==> src/rtl/b32d_pkg.sv <==
// Shared types, constants and the character-to-symbol map of the base32 decoder.
package b32d_pkg;

   localparam int unsigned CharWidth    = 8;
   localparam int unsigned SymbolWidth  = 5;
   localparam int unsigned ByteWidth    = 8;
   localparam int unsigned GroupSymbols = 8;
   localparam int unsigned StoreDepth   = GroupSymbols - 1;
   localparam int unsigned GroupBytes   = 5;
   localparam int unsigned WordWidth    = GroupBytes * ByteWidth;
   localparam int unsigned CountWidth   = $clog2(GroupSymbols);
   localparam int unsigned NbytesWidth  = $clog2(GroupBytes + 1);

   localparam logic [CountWidth-1:0]  LastSlot   = CountWidth'(StoreDepth);
   localparam logic [ByteWidth-1:0]   PadByte    = 8'h80;
   localparam logic [CharWidth-1:0]   LowerFirst = 8'd97;
   localparam logic [CharWidth-1:0]   LowerTop   = 8'd127;
   localparam logic [SymbolWidth-1:0] LowerBias  = 5'd1;   // (c - 97) mod 32
   localparam logic [SymbolWidth-1:0] OtherBias  = 5'd10;  // (c - 22) mod 32

   typedef struct packed {
      logic [CharWidth-1:0] code_char;
      logic                 final_block;
      logic                 padded;
   } req_beat_type;

   typedef struct packed {
      logic [ByteWidth-1:0] data_byte;
      logic                 last_of_run;
   } rsp_beat_type;

   // Collector to output buffer: a finished group and how many bytes survive.
   typedef struct packed {
      logic                   complete;
      logic [WordWidth-1:0]   word;
      logic [NbytesWidth-1:0] nbytes;
   } group_type;

   function automatic logic [SymbolWidth-1:0] map_symbol(input logic [CharWidth-1:0] c);
      logic [SymbolWidth-1:0] sym;
      if (c >= LowerFirst && c <= LowerTop) begin
         sym = c[SymbolWidth-1:0] - LowerBias;
      end else begin
         sym = c[SymbolWidth-1:0] + OtherBias;
      end
      return sym;
   endfunction

endpackage

==> src/rtl/base32_interleaved_decoder_top.sv <==
// Top level of the interleaved base32 decoder.
//
// Takes one encoded character per beat and returns decoded bytes. Each
// character maps to a 5-bit symbol; every eight symbols form a group whose
// symbol pairs are bit-interleaved (first symbol's bit, then second's, MSB
// first) into a 40-bit word sent out as five byte beats, the last one
// flagged last_of_run. On the eighth character, if final_block and padded
// are both set, the bytes stop before the first 0x80 byte (possibly none).
// The flags are ignored on the other seven characters. A character is held
// in the input register and consumed from there; the decoder sustains one
// character per cycle. A group's bytes leave from a result register, one per
// cycle unless rsp_stall is high, while the next group's characters keep
// arriving; the input stalls only when a group completes while the previous
// group's bytes are still waiting on rsp_stall. The eighth character is held
// in the input register, then its group in the result register that drives rsp_beat.
module base32_interleaved_decoder_top (
   input  logic                   clock,
   input  logic                   reset,
   input  logic                   req_valid,
   output logic                   req_stall,
   input  b32d_pkg::req_beat_type req_beat,
   output logic                   rsp_valid,
   input  logic                   rsp_stall,
   output b32d_pkg::rsp_beat_type rsp_beat
);

   logic                   held_valid;
   b32d_pkg::req_beat_type held_beat;
   b32d_pkg::group_type    group;
   logic                   free;
   logic                   advance;
   logic                   load;

   // A held character moves on unless it completes a group while the
   // result register still owes bytes of the previous one.
   assign advance = held_valid && (!group.complete || free);
   assign load    = advance && group.complete;

   b32d_input_stage u_input_stage (
      .clock      (clock),
      .reset      (reset),
      .req_valid  (req_valid),
      .req_stall  (req_stall),
      .req_beat   (req_beat),
      .advance    (advance),
      .held_valid (held_valid),
      .held_beat  (held_beat)
   );

   b32d_collector u_collector (
      .clock (clock),
      .reset (reset),
      .fire  (advance),
      .beat  (held_beat),
      .group (group)
   );

   // A fully cut group loads a zero count and emits nothing.
   b32d_out_buffer u_out_buffer (
      .clock     (clock),
      .reset     (reset),
      .load      (load),
      .group     (group),
      .free      (free),
      .rsp_valid (rsp_valid),
      .rsp_stall (rsp_stall),
      .rsp_beat  (rsp_beat)
   );

endmodule

==> src/rtl/b32d_input_stage.sv <==
// Input register of the base32 decoder: holds one request beat until it advances.
module b32d_input_stage (
   input  logic                 clock,
   input  logic                 reset,
   input  logic                 req_valid,
   output logic                 req_stall,
   input  b32d_pkg::req_beat_type req_beat,
   input  logic                 advance,
   output logic                 held_valid,
   output b32d_pkg::req_beat_type held_beat
);

   logic                   valid_ff;
   logic                   valid_in;
   b32d_pkg::req_beat_type beat_ff;

   // Stall only while a held beat cannot move on.
   assign req_stall = valid_ff && !advance;
   assign valid_in  = req_stall ? valid_ff : req_valid;

   always_ff @(posedge clock) begin
      if (reset) begin
         valid_ff <= 1'b0;
      end else begin
         valid_ff <= valid_in;
      end
   end

   always_ff @(posedge clock) begin
      if (req_valid && !req_stall) begin
         beat_ff <= req_beat;
      end
   end

   assign held_valid = valid_ff;
   assign held_beat  = beat_ff;

endmodule

==> src/rtl/b32d_collector.sv <==
// Symbol store, group packing and padding cutoff of the base32 decoder.
module b32d_collector (
   input  logic                   clock,
   input  logic                   reset,
   input  logic                   fire,
   input  b32d_pkg::req_beat_type beat,
   output b32d_pkg::group_type    group
);

   logic [b32d_pkg::SymbolWidth-1:0] store_ff [b32d_pkg::StoreDepth];
   logic [b32d_pkg::CountWidth-1:0]  count_ff;
   logic [b32d_pkg::CountWidth-1:0]  count_in;
   logic [b32d_pkg::SymbolWidth-1:0] sym;
   logic                             complete;
   logic [b32d_pkg::WordWidth-1:0]   word;
   logic [b32d_pkg::NbytesWidth-1:0] nbytes;
   logic [b32d_pkg::SymbolWidth-1:0] first;
   logic [b32d_pkg::SymbolWidth-1:0] second;
   logic                             cut;

   assign sym      = b32d_pkg::map_symbol(beat.code_char);
   assign complete = (count_ff == b32d_pkg::LastSlot);
   assign count_in = complete ? '0 : count_ff + 1'b1;

   always_ff @(posedge clock) begin
      if (reset) begin
         count_ff <= '0;
      end else if (fire) begin
         count_ff <= count_in;
      end
   end

   always_ff @(posedge clock) begin
      if (fire && !complete) begin
         store_ff[count_ff] <= sym;
      end
   end

   // Pairs interleave bit by bit, first symbol's bit ahead, MSB first.
   always_comb begin
      word = '0;
      for (int p = 0; p < b32d_pkg::GroupSymbols / 2; p++) begin
         first  = store_ff[2 * p];
         second = (p == b32d_pkg::GroupSymbols / 2 - 1) ? sym : store_ff[2 * p + 1];
         for (int b = 0; b < b32d_pkg::SymbolWidth; b++) begin
            word[b32d_pkg::WordWidth - 1 - (p * 2 * b32d_pkg::SymbolWidth)
                 - 2 * (b32d_pkg::SymbolWidth - 1 - b)] = first[b];
            word[b32d_pkg::WordWidth - 2 - (p * 2 * b32d_pkg::SymbolWidth)
                 - 2 * (b32d_pkg::SymbolWidth - 1 - b)] = second[b];
         end
      end
   end

   // Output ends before the first pad byte on a padded final group.
   assign cut = beat.final_block && beat.padded;

   always_comb begin
      nbytes = b32d_pkg::NbytesWidth'(b32d_pkg::GroupBytes);
      for (int j = b32d_pkg::GroupBytes - 1; j >= 0; j--) begin
         if (cut && word[b32d_pkg::WordWidth - 1 - j * b32d_pkg::ByteWidth -: b32d_pkg::ByteWidth]
                    == b32d_pkg::PadByte) begin
            nbytes = b32d_pkg::NbytesWidth'(j);
         end
      end
   end

   assign group.complete = complete;
   assign group.word     = word;
   assign group.nbytes   = nbytes;

endmodule

==> src/rtl/b32d_out_buffer.sv <==
// Result register of the base32 decoder: drains one group as byte beats.
module b32d_out_buffer (
   input  logic                   clock,
   input  logic                   reset,
   input  logic                   load,
   input  b32d_pkg::group_type    group,
   output logic                   free,
   output logic                   rsp_valid,
   input  logic                   rsp_stall,
   output b32d_pkg::rsp_beat_type rsp_beat
);

   logic [b32d_pkg::WordWidth-1:0]   word_ff;
   logic [b32d_pkg::WordWidth-1:0]   word_in;
   logic [b32d_pkg::NbytesWidth-1:0] left_ff;
   logic [b32d_pkg::NbytesWidth-1:0] left_in;
   logic                             take;

   assign rsp_valid = (left_ff != '0);
   assign take      = rsp_valid && !rsp_stall;
   // Free once the last byte is gone or leaves this cycle.
   assign free      = !rsp_valid || (left_ff == 1 && !rsp_stall);

   always_comb begin
      word_in = word_ff;
      left_in = left_ff;
      if (load) begin
         word_in = group.word;
         left_in = group.nbytes;
      end else if (take) begin
         word_in = word_ff << b32d_pkg::ByteWidth;
         left_in = left_ff - 1'b1;
      end
   end

   always_ff @(posedge clock) begin
      if (reset) begin
         left_ff <= '0;
      end else begin
         left_ff <= left_in;
      end
   end

   always_ff @(posedge clock) begin
      word_ff <= word_in;
   end

   assign rsp_beat.data_byte   = word_ff[b32d_pkg::WordWidth-1 -: b32d_pkg::ByteWidth];
   assign rsp_beat.last_of_run = (left_ff == 1);

endmodule

==> config.mk <==
export PLATFORM = sky130hd
export DESIGN_NAME = base32_interleaved_decoder_top
export DESIGN_NICKNAME = d
export VERILOG_FILES = /design/src/rtl/b32d_pkg.sv /design/src/rtl/base32_interleaved_decoder_top.sv /design/src/rtl/b32d_input_stage.sv /design/src/rtl/b32d_collector.sv /design/src/rtl/b32d_out_buffer.sv
export SDC_FILE = /design/constraint.sdc
export NUM_CORES = 1
export LEC_CHECK = 0
export BUFFER_PORTS_ARGS = -buffer_cell sky130_fd_sc_hd__buf_2
export CORE_ASPECT_RATIO = 1.5
export CORE_MARGIN = 1.5
export CORE_UTILIZATION = 40
export DETAILED_ROUTE_END_ITERATION = 10
export HOLD_SLACK_MARGIN = 0.06
export PLACE_DENSITY = 0.56
export SLEW_MARGIN = 5
export SYNTH_ARGS = -nofsm -noshare
export SYNTH_HDL_FRONTEND = slang
export SYNTH_SLANG_ARGS = --single-unit
==> constraint.sdc <==
create_clock -name clock -period 5.7 [get_ports clock]
set_input_delay 0.285 -clock clock [delete_from_list [all_inputs] [get_ports clock]]
set_output_delay 0.285 -clock clock [all_outputs]
set_load 0.05 [all_outputs]
==> key figures <==
Timing
  • RSZ-0062 raised after global routing: false
  • Fin Setup TNS: 0 ns
  • Slew at the pin with the worst max-slew slack: 0.8681 ns
  • Finish-stage setup viols: 0
  • Worst hold slack after final layout: 0.1195 ns
  • Final Max Tran Viols: 0
  • Maximum operating frequency: 0.3857 GHz
  • Min cycle time layout: ~2.6 ns
  • Headroom to the max-slew limit: 0.4213
  • Final Cycle Share: 0.4549
  • Hold violation count in the final report: 0
  • Clock tree skew after final layout: roughly 0.0064 ns

Critical path
  • R2R cell count: 7
  • Worst reg2reg endpoint: u_out_buffer.left_ff[2]
  • Worst setup slack for register-to-register paths: just over 3 ns
  • Arrival time at the worst endpoint: between 2 and 3 ns
  • Crit path max fanout: 47
  • CP startpoint kind: flip-flop
  • Type of element capturing the critical path: flip-flop
  • Launching point of the worst reg2reg path: u_collector.count_ff[0]
  • Critical path class: flip-flop to flip-flop
  • WP data required: 5.97 ns

Routing
  • DRT Wirelength: slightly above 7000 um
  • Via total after detailed routing: 2159
  • Number of violations reported at the end of detailed-routing iteration 0: 121
  • Routed wirelength normalized by instance count: ~17 um
  • Routed vias/inst: 5.215
  • Iteration count of the initial detailed-routing pass: 4
  • Antenna-violating nets left: 0
  • Remaining DRCs: 0

Clock tree
  • Sinks on the clock net: slightly above 90
  • Worst skew pair latency: 0.34 ns
  • Clock transition at the registers of the reported paths: 0.06 ns
  • Post-CTS Resized: 0
  • Clock H-tree levels: 3
  • Clock Path Buffers: 2
  • TritonCTS clock tree: yes
  • Root buffer cell: clkbuf_16
  • CTS Hold Buffers Added: 0
  • Post-CTS Repair Setup Buffers: 0
  • Number of buffers inserted during clock tree synthesis: 9

Yosys
  • Sequential fraction of the synthesis area: 0.6744
  • Syn_area_per_cell: 14.90 um2
  • Ys Warns: 0
  • Number of register bits inferred by synthesis: 92
  • Most used flip-flop cell after synthesis: edfxtp_1
  • Post-Synthesis Cell Area: 3993 um2
  • Nets in the synthesized netlist: 292
  • Share of async-settable or async-resettable flops after synthesis: 0
  • Yosys cell types: 50
  • Number of flops mapped to enable cells by yosys: 85
  • Number of instances in the synthesized netlist: 268

Die
  • Chip width: 84.58 um
  • Area of the die: 10600 um2
  • Number of ports placed on the die boundary: 25
  • Initial cell density of the core: 0.4121
  • Die H: around 130 um
  • Number of standard-cell rows in the floorplan: 44
  • Core area: roughly 9700 um2

Job
  • Number of max-cap violations: 0

Final layout
  • Final design instance area without fill: 4529 um2
  • FILL cells: 874
  • Number of antenna repair diodes: 0
  • Most used cells in the layout excluding fill and tap cells: 85 x edfxtp_1, 33 x mux2_2, 24 x buf_2, 16 x inv_1, 16 x nor2_1
  • Share of post-route cells with drive strength above 1: 0.2876
  • Area growth, synth to finish: 13.44%
  • Most common library cell in the layout ignoring fill and taps: edfxtp_1
  • Count of non-filler cells in the finished layout: 414
  • Area of combinational cells with multiple inputs: about 1200 um2
  • Register area: 2693 um2
  • Post-layout net count: 318

Global route
  • Global-route usage over all layers: 0.1451
  • Initial antenna violation count: 0
  • Met3 usage in global routing: 0.04026
  • Busiest metal layer after global routing: met2
  • First-pass GRT wire length: 11340 um
  • Number of global-route vias before repair: ~2300
  • Global routing met2 resource utilization: 0.2591
  • Pin count of the biggest net entering global routing: 48
  • Met1 layer usage reported by global route: 0.1565
  • Gr ovfl total: 0

Place
  • Final weighted congestion in routability-driven placement: 0.8238
  • Port Buffers: 24
  • Cell Area, Placed: approximately 4200 um2
  • Final HPWL DP: 4953 um
  • Number of placed instances, taps included: 398

Power and ir drop
  • Leakage power figure: 1.606 nW
  • Sw Ratio: 0.2815
  • VDD IR max: 0.0002671 V
  • Internal power: 1.357 mW
  • Clk pwr share: 0.301
  • Total power divided by cell area: 417.1 nW/um2
  • Share of total power in sequential cells: 0.499
  • Power spent charging and discharging nets: 531.9 uW
  • Portion of total power attributed to combinational logic: 0.200
  • Total design power: 1.889 mW

Outcome
  • Status: completed

Min path
  • Number of cells on the worst hold path: 1
  • Source of the worst hold timing path: req_beat[2]
  • Hold worst-path end: u_input_stage.held_beat[2]
  • Path class of the lowest-slack min-delay path: primary input to flip-flop
==> worst max path at each step <==
stage	start	endpoint	slack (ns)	cells past startpoint
finish	u_collector.count_ff[0]	u_out_buffer.left_ff[2]	3.11	7
global route	u_collector.count_ff[1]	u_out_buffer.left_ff[2]	2.94	7
CTS	u_collector.count_ff[1]	u_out_buffer.left_ff[2]	3.09	7
detailed placement	u_collector.count_ff[1]	u_out_buffer.left_ff[2]	3.09	7
global placement	u_collector.count_ff[0]	u_out_buffer.left_ff[2]	3.16	7
floorplan	u_out_buffer.left_ff[0]	u_out_buffer.left_ff[1]	1.48	6
==> critical path: stages (launching register included) <==
cell	delay, ns
dfxtp_1	0.46
ha_1	0.19
ha_1	0.35
o2111ai_4	0.15
buf_4	0.33
or3b_2	0.53
or3b_1	0.35
a31oi_1	0.16
==> layout make-up <==
class | instances | area share
clock inverters | 6 | 0.01215
well taps | 115 | 0.03177
inverters | 16 | 0.01326
multi-input cells | 144 | 0.2597
clock buffers | 10 | 0.05055
repair buffers | 31 | 0.03812
flip-flops and latches | 92 | 0.5945
==> synth_stat cells (2+ instances only) <==
cell / number / area (um2)
buf_2: 2 / 10.01
nand2b_1: 2 / 12.51
a21oi_1: 9 / 45.04
clkbuf_1: 2 / 7.510
nor2b_1: 7 / 43.79
dfxtp_1: 7 / 140.1
buf_4: 8 / 60.06
nand2_1: 6 / 22.52
a21boi_0: 2 / 15.01
and3b_1: 2 / 17.52
xor2_1: 2 / 17.52
buf_1: 4 / 15.01
inv_1: 16 / 60.06
a21o_1: 2 / 15.01
nor4_1: 8 / 50.05
o21ai_0: 3 / 15.01
nor4b_1: 5 / 43.79
ha_1: 10 / 125.1
edfxtp_1: 85 / 2552
o22ai_1: 3 / 18.77
nor2_1: 16 / 60.06
nor3b_1: 4 / 30.03
nand3_1: 4 / 20.02
mux2_2: 33 / 371.6
==> metrics by stage <==
step	worst slack, ns	utilization
2_1_floorplan	1.480	-
3_3_place_gp	3.163	0.4381
3_5_place_dp	3.093	0.4381
4_1_cts	3.091	0.4675
5_1_grt	2.942	0.4675
6_report	3.107	0.4675
==> power by group through the flow <==
stage	clock (mW)	sequential [mW]	combinational (mW)
after floorplan	0	0.955	0.303
after global placement	0	0.955	0.378
after detailed placement	0	0.958	0.381
after CTS	0.587	0.943	0.383
after global routing	0.611	0.954	0.408
final	0.568	0.942	0.379
==> state kept, by name, indices dropped and copies added (netlist names) <==
| signal | flops |
|---|---|
| u_collector.count_ff | 3 |
| u_collector.store_ff | 35 |
| u_input_stage.held_beat | 10 |
| u_input_stage.held_valid | 1 |
| u_out_buffer.left_ff | 3 |
| u_out_buffer.word_ff | 40 |
==> logic make-up (layout without fill, tap and decap cells) <==
family,after synthesis,in the layout,share of synthesized area
compound gates,31,31,0.05484
xor+xnor,3,3,0.006582
fa+ha+maj,10,10,0.03134
buf+inv,32,63,0.03823
flops,92,92,0.6744
mux,34,34,0.09558
simple gates,66,66,0.09903
==> routing by layer <==
layer | part of all wire | vias to the layer above | wire (um)
met1 | 0.40 | 1046 | 2841
met3 | 0.031 | 8 | 221
li1 | - | 1059 | -
met5 | 0 | - | 0
met2 | 0.55 | 46 | 3922
met4 | 0.018 | 0 | 129
No activity file was read; power rests on OpenSTA's default activity.
